==> src/design/rbes_pkg.sv <==
// Types, codes and saturation helpers shared by the rigid body Euler step block.
package rbes_pkg;

  typedef enum logic [2:0] {
    OP_TICK       = 3'd0,
    OP_ADD_FORCE  = 3'd1,
    OP_SET_FORCE  = 3'd2,
    OP_SET_VEL    = 3'd3,
    OP_SET_POS    = 3'd4,
    OP_MOVE_BY    = 3'd5,
    OP_SET_GROUND = 3'd6,
    OP_INTERP     = 3'd7
  } opcode_e;

  typedef enum logic [2:0] {
    REG_GRAVITY_X = 3'd0,
    REG_GRAVITY_Y = 3'd1,
    REG_GRAVITY_Z = 3'd2,
    REG_BODY_MASS = 3'd3,
    REG_FRICTION  = 3'd4
  } cfg_reg_e;

  typedef enum logic [3:0] {
    S_IDLE,
    S_EXEC,
    S_GRAV_MUL,
    S_GRAV_WB,
    S_FRIC_MUL,
    S_FRIC_WB,
    S_ACC_MUL,
    S_DIV_START,
    S_DIV_WAIT,
    S_POS_MUL,
    S_POS_WB,
    S_INTERP_MUL,
    S_INTERP_WB,
    S_FINISH
  } state_e;

  typedef struct packed {
    opcode_e            opcode;
    logic signed [31:0] vec_x;
    logic signed [31:0] vec_y;
    logic signed [31:0] vec_z;
    logic [30:0]        delta_time;
    logic [16:0]        tick_fraction;
    logic               ground_flag;
  } step_in_t;

  typedef struct packed {
    logic signed [31:0] pos_x;
    logic signed [31:0] pos_y;
    logic signed [31:0] pos_z;
    logic signed [31:0] vel_x;
    logic signed [31:0] vel_y;
    logic signed [31:0] vel_z;
    logic signed [31:0] frc_x;
    logic signed [31:0] frc_y;
    logic signed [31:0] frc_z;
    logic               on_ground;
  } step_out_t;

  typedef struct packed {
    logic        done;
    logic        ovf;
    logic [31:0] quo;
  } div_res_t;

  localparam logic signed [31:0] SAT_MAX       = 32'sh7FFF_FFFF;
  localparam logic signed [31:0] SAT_MIN       = 32'sh8000_0000;
  localparam logic signed [31:0] FRICTION_CUT  = 32'sd6554;
  localparam logic [16:0]        INTERP_CUT    = 17'd656;
  localparam logic signed [31:0] GRAV_X_RESET  = 32'sd0;
  localparam logic signed [31:0] GRAV_Y_RESET  = -32'sd642908;
  localparam logic signed [31:0] GRAV_Z_RESET  = 32'sd0;
  localparam logic [30:0]        MASS_RESET    = 31'd65536;
  localparam logic [16:0]        FRICTION_RESET = 17'd58982;

  // clamp to the signed 32 bit range
  function automatic logic signed [31:0] sat32(input logic signed [48:0] v);
    if (v[48:31] == {18{v[48]}}) begin
      return v[31:0];
    end
    return v[48] ? SAT_MIN : SAT_MAX;
  endfunction

  function automatic logic signed [31:0] addsat(input logic signed [31:0] a,
                                                input logic signed [31:0] b);
    logic signed [48:0] s;
    s = {{17{a[31]}}, a} + {{17{b[31]}}, b};
    return sat32(s);
  endfunction

  // Q16.16 product: arithmetic shift by 16 (floor), then clamp
  function automatic logic signed [31:0] mulq_sat(input logic signed [63:0] p);
    return sat32({p[63], p[63:16]});
  endfunction

endpackage

==> src/design/rbes_div.sv <==
// Iterative restoring divider, one quotient bit per cycle, with overflow detect.
module rbes_div import rbes_pkg::*; (
  input  logic        clk,
  input  logic        rst,
  input  logic        start,
  input  logic [29:0] num_hi,
  input  logic [31:0] num_lo,
  input  logic [30:0] den,
  output div_res_t    res
);

  logic        busy;
  logic        done;
  logic        ovf;
  logic [4:0]  count;
  logic [30:0] rem;
  logic [31:0] quo;
  logic [31:0] trial;
  logic        fits;
  logic [31:0] diff;

  assign trial = {rem, quo[31]};
  assign fits  = trial >= {1'b0, den};
  assign diff  = trial - {1'b0, den};

  always_ff @(posedge clk) begin
    if (rst) begin
      busy <= 1'b0;
      done <= 1'b0;
    end else begin
      done <= 1'b0;
      if (start) begin
        // high half already >= divisor: quotient needs more than 32 bits
        if ({1'b0, num_hi} >= den) begin
          ovf  <= 1'b1;
          done <= 1'b1;
        end else begin
          ovf   <= 1'b0;
          busy  <= 1'b1;
          rem   <= {1'b0, num_hi};
          quo   <= num_lo;
          count <= '0;
        end
      end else if (busy) begin
        rem   <= fits ? diff[30:0] : trial[30:0];
        quo   <= {quo[30:0], fits};
        count <= count + 5'd1;
        if (count == 5'd31) begin
          busy <= 1'b0;
          done <= 1'b1;
        end
      end
    end
  end

  assign res.done = done;
  assign res.ovf  = ovf;
  assign res.quo  = quo;

endmodule

==> config.mk <==
export PLATFORM = sky130hd
export DESIGN_NAME = rbes_div
export DESIGN_NICKNAME = d
export VERILOG_FILES = /design/src/design/rbes_pkg.sv /design/src/design/rbes_div.sv
export SDC_FILE = /design/constraint.sdc
export NUM_CORES = 1
export LEC_CHECK = 0
export ABC_AREA = 0
export BUFFER_PORTS_ARGS = -buffer_cell sky130_fd_sc_hd__buf_2
export CAP_MARGIN = 30
export CORE_MARGIN = 2
export CORE_UTILIZATION = 50
export DETAILED_ROUTE_END_ITERATION = 8
export PLACE_DENSITY = 0.75
export SLEW_MARGIN = 20
export SYNTH_ARGS = -nofsm -noshare
export SYNTH_HDL_FRONTEND = slang
export SYNTH_SLANG_ARGS = --single-unit
==> constraint.sdc <==
create_clock -name clk -period 11.2 [get_ports clk]
set_input_delay 2.24 -clock clk [delete_from_list [all_inputs] [get_ports clk]]
set_output_delay 2.24 -clock clk [all_outputs]
set_load 0.05 [all_outputs]
==> results.rst <==
.. list-table::
   :header-rows: 1

   * - Metric
     - Value
   * - Result of the run
     - complete, no violations
   * - HPWL after detailed placement
     - 10.2 mm
   * - Count of flip-flops with a built-in enable after synthesis
     - 69
   * - Mapped Nets
     - 717
   * - Post-CTS setup buffers
     - 0
   * - Antenna-violating nets left
     - 0
   * - Clock tree from TritonCTS
     - done
   * - Buffers on Ports
     - 129
   * - Fraction of layout instances using a drive strength above 1
     - 30.1%
   * - Number of pins exceeding their max-slew limit in the final report
     - 0
   * - Required arrival time at the worst endpoint
     - 11.29 ns
   * - Final weighted congestion in routability-driven placement
     - 0.917
   * - Worst endpoint data arrival time
     - 5.54 ns
   * - Share of Yosys cell area claimed by the top area cell type
     - 36.7%
   * - Cell at the root of the clock tree
     - clkbuf_16
   * - Leakage dissipation
     - 3.03 nW
   * - Cell depth of the worst min-delay path
     - 2
   * - Critical path endpoint category
     - flop
   * - Stage delay of the slowest cell on the critical path
     - 0.52 ns
   * - Combinational Power Share
     - 33.9%
   * - Cell types occupying the most area after synthesis
     - edfxtp_1 37%, ha_1 14%, mux2_2 10%
   * - First DRT Iteration DRCs
     - 200
   * - Switching power summed over all nets
     - 0.317 mW
   * - Via count of the first global-routing pass
     - 4,754
   * - Tightest hold margin
     - 0.513 ns
   * - Distinct cell type count after synthesis
     - 60
   * - Number of standard-cell rows in the floorplan
     - 38
   * - Number of gates resized after cts
     - 0
   * - Effective utilization at floorplan
     - 51.6%
   * - Setup repair after global routing missed its margin
     - no
   * - Worst Hold Class
     - flop to flop
   * - Number of optimization iterations in the first detailed-route pass
     - 4
   * - Commonest cells after routing, fill and taps aside
     - 128 x buf_2, 69 x edfxtp_1, 63 x ha_1
   * - Clock insertion delay at the later pin of the skew report
     - 0.33 ns
   * - CP startpoint kind
     - input port
   * - DRC violations left
     - 0
   * - Flop pwr share
     - 36.7%
   * - M1 GR Usage
     - 29.4%
   * - Worst Hold Path EP
     - busy$_SDFFE_PP0P_
   * - Full die area
     - 12,100 um2
   * - Final #Nets
     - 842
   * - Met2 layer usage reported by global route
     - 38.5%
   * - Crit Path Category
     - input port to flop
   * - Worst path top cell family by delay
     - compound AO/OA/AOI/OAI gates
   * - Cells on worst reg2reg path
     - 12
   * - Synthesized area
     - 5640 um2
   * - Detailed Route WL
     - 13.3 mm
   * - Ratio of final minimum period to clock period
     - 48.7%
   * - Die span in x
     - 110 um
   * - WP buf/inv
     - 2
   * - Terminus of the critical flop-to-flop path
     - rem[11]$_DFFE_PP_
   * - Routed length per placed instance
     - 16.1 um
   * - CTS sink cnt
     - 71
   * - Most frequent standard cell in the layout excluding fill and tap cells
     - buf_2
   * - Switching part of the total
     - 34.2%
   * - Pin count of the biggest net entering global routing
     - 92
   * - Number of antenna violations at the first check in global routing
     - 0
   * - CTS clock-pin slew for the worst setup and hold paths
     - 0.06 ns
   * - Share of synthesized area occupied by flip-flops and latches
     - 37.5%
   * - Number of H-tree branching levels
     - 3
   * - Hold bufs inserted after CTS
     - 0
   * - Mean cell area of the mapped netlist
     - 10.1 um2
   * - Final setup TNS
     - 0 ns
   * - Hold Startpoint
     - busy$_SDFFE_PP0P_
   * - Number of antenna cells inserted
     - 0
   * - Avg Vias per Cell
     - 5.66
   * - Achievable frequency
     - 0.183 GHz
   * - Pint
     - 0.610 mW
   * - Total power consumption of the routed design
     - 0.927 mW
   * - Core area
     - 10,900 um2
   * - Yosys warns
     - 0
   * - Congestion Overflow GR
     - 0
   * - Post-layout min period
     - 5.45 ns
   * - CP max stage cell
     - a21oi_1
   * - Max-slew headroom
     - 52.8%
   * - # Max-Cap Violations
     - 0
   * - Clock Path Buffers
     - 2
   * - Share of total power in the clock network
     - 29.4%
   * - Total count of hold-check failures in the final report
     - 0
   * - Post-synthesis cell count
     - 557
   * - Power density cells
     - 138 nW/um2
   * - Share of synthesized flip-flops with an asynchronous set or reset
     - 0%
   * - Peak VDD IR
     - 0.0000930 V
   * - Flop2flop setup slack
     - 7.34 ns
   * - Clock Skews
     - 0.00793 ns
   * - Wire length of the first global-routing pass
     - 21.8 mm
   * - Worst-Margin Slew
     - 0.706 ns
   * - Critical register-to-register path startpoint
     - quo[31]$_DFFE_PP_
   * - Final setup violation count
     - 0
   * - GRT Resource Usage Total
     - 23.1%
   * - Met3 Usage GRT
     - 5.47%
   * - Area growth from synthesis to layout
     - 19.0%
   * - GRT busiest layer
     - met2
   * - Total of flip-flops plus latches after synthesis
     - 71
   * - Ordered list of cells on the worst path
     - buf_2 -> ha_1 -> fa_1 -> nand2b_1 -> a21oi_1 -> o21ai_1 -> a21oi_1 -> o31ai_4 -> nand3_2 -> buf_4 -> mux2_1 -> mux2_2
   * - Most used flip-flop cell after synthesis
     - edfxtp_1
   * - Vertical die dimension
     - 110 um
   * - IO Pins
     - 130
   * - Cell accounting for the most synthesized area
     - edfxtp_1
   * - Top fanout value on the critical path
     - 40
   * - Top cell by count, worst path
     - a21oi_1
   * - Vias post-DR
     - 4,681
   * - CTS buffer count
     - 9
-- worst register-to-register path, stage by stage (launching register included) --
cell,delay [ns]
edfxtp_1,0.39
inv_1,0.06
ha_1,0.21
fa_1,0.41
nand2b_1,0.18
a21oi_1,0.18
o21ai_1,0.12
a21oi_1,0.52
o31ai_4,0.15
nand3_2,0.32
buf_4,0.45
mux2_1,0.37
mux2_2,0.26
-- cell families (layout without fill, tap and decap cells) --
family / Yosys count / after routing / synth area share (%)
AOI/OAI and AO/OA: 143 / 143 / 16.0
and+or+nand+nor: 135 / 135 / 12.2
DFF: 71 / 71 / 37.5
adders and majority gates: 64 / 64 / 14.3
buffers and inverters: 60 / 190 / 4.42
muxes: 58 / 58 / 11.5
xor gates and xnor gates: 26 / 26 / 4.04
-- worst max-delay path by stage --
stage	start	end	slack, ns	cells after the start
after floorplan	num_hi[0]	count[0]$_SDFFCE_PP0P_	2.06	10
after global placement	den[0]	rem[11]$_DFFE_PP_	5.49	12
after detailed placement	den[0]	rem[11]$_DFFE_PP_	5.41	12
after CTS	den[0]	rem[11]$_DFFE_PP_	5.73	12
after global routing	den[0]	rem[11]$_DFFE_PP_	5.43	12
final	den[0]	rem[11]$_DFFE_PP_	5.75	12
-- layout make-up --
class	instances	area [um2]
multi-input combinational	426	3290
clock inverter	7	55.1
sequential	71	2110
inverter	41	154
tap	140	175
fill	974	4230
clock buffer	9	225
timing repair buffer	133	698
-- routing by layer --
| metal | part of all wire [%] | wire, um |
|---|---|---|
| met5 | 0 | 0 |
| met4 | 1.6 | 220 |
| met3 | 7.5 | 999 |
| met2 | 47 | 6230 |
| met1 | 44 | 5900 |
-- through the flow --
step | worst slack, ns | instance area [um2] | util, % | std cells
2_1_floorplan | 2.06 | 5640 | - | 557
3_3_place_gp | 5.49 | 6400 | 58.5 | 810
3_5_place_dp | 5.41 | 6400 | 58.5 | 810
4_1_cts | 5.73 | 6680 | 61.1 | 826
5_1_grt | 5.43 | 6710 | 61.4 | 827
6_report | 5.75 | 6710 | 61.4 | 827
-- registers in the layout (all words and copies together) (netlist names) --
name	count
busy	1
count	5
done	1
ovf	1
quo	32
rem	31
-- cells in the mapped netlist, drive strengths merged, types with 13 or more instances --
cell,number
edfxtp,69
ha,63
mux2,53
a21oi,52
inv,41
nor2,37
nand2,32
o21ai,29
a21o,23
nor2b,14
xnor2,13
xor2,13
-- power groups by stage --
stage	registers [mW]	logic (mW)	clock network, mW
floorplan	0.374	0.210	0
global placement	0.345	0.304	0
detailed placement	0.345	0.310	0
CTS	0.340	0.314	0.276
global route	0.343	0.349	0.287
finish	0.340	0.315	0.272
Power figures use the tool's default switching activity.
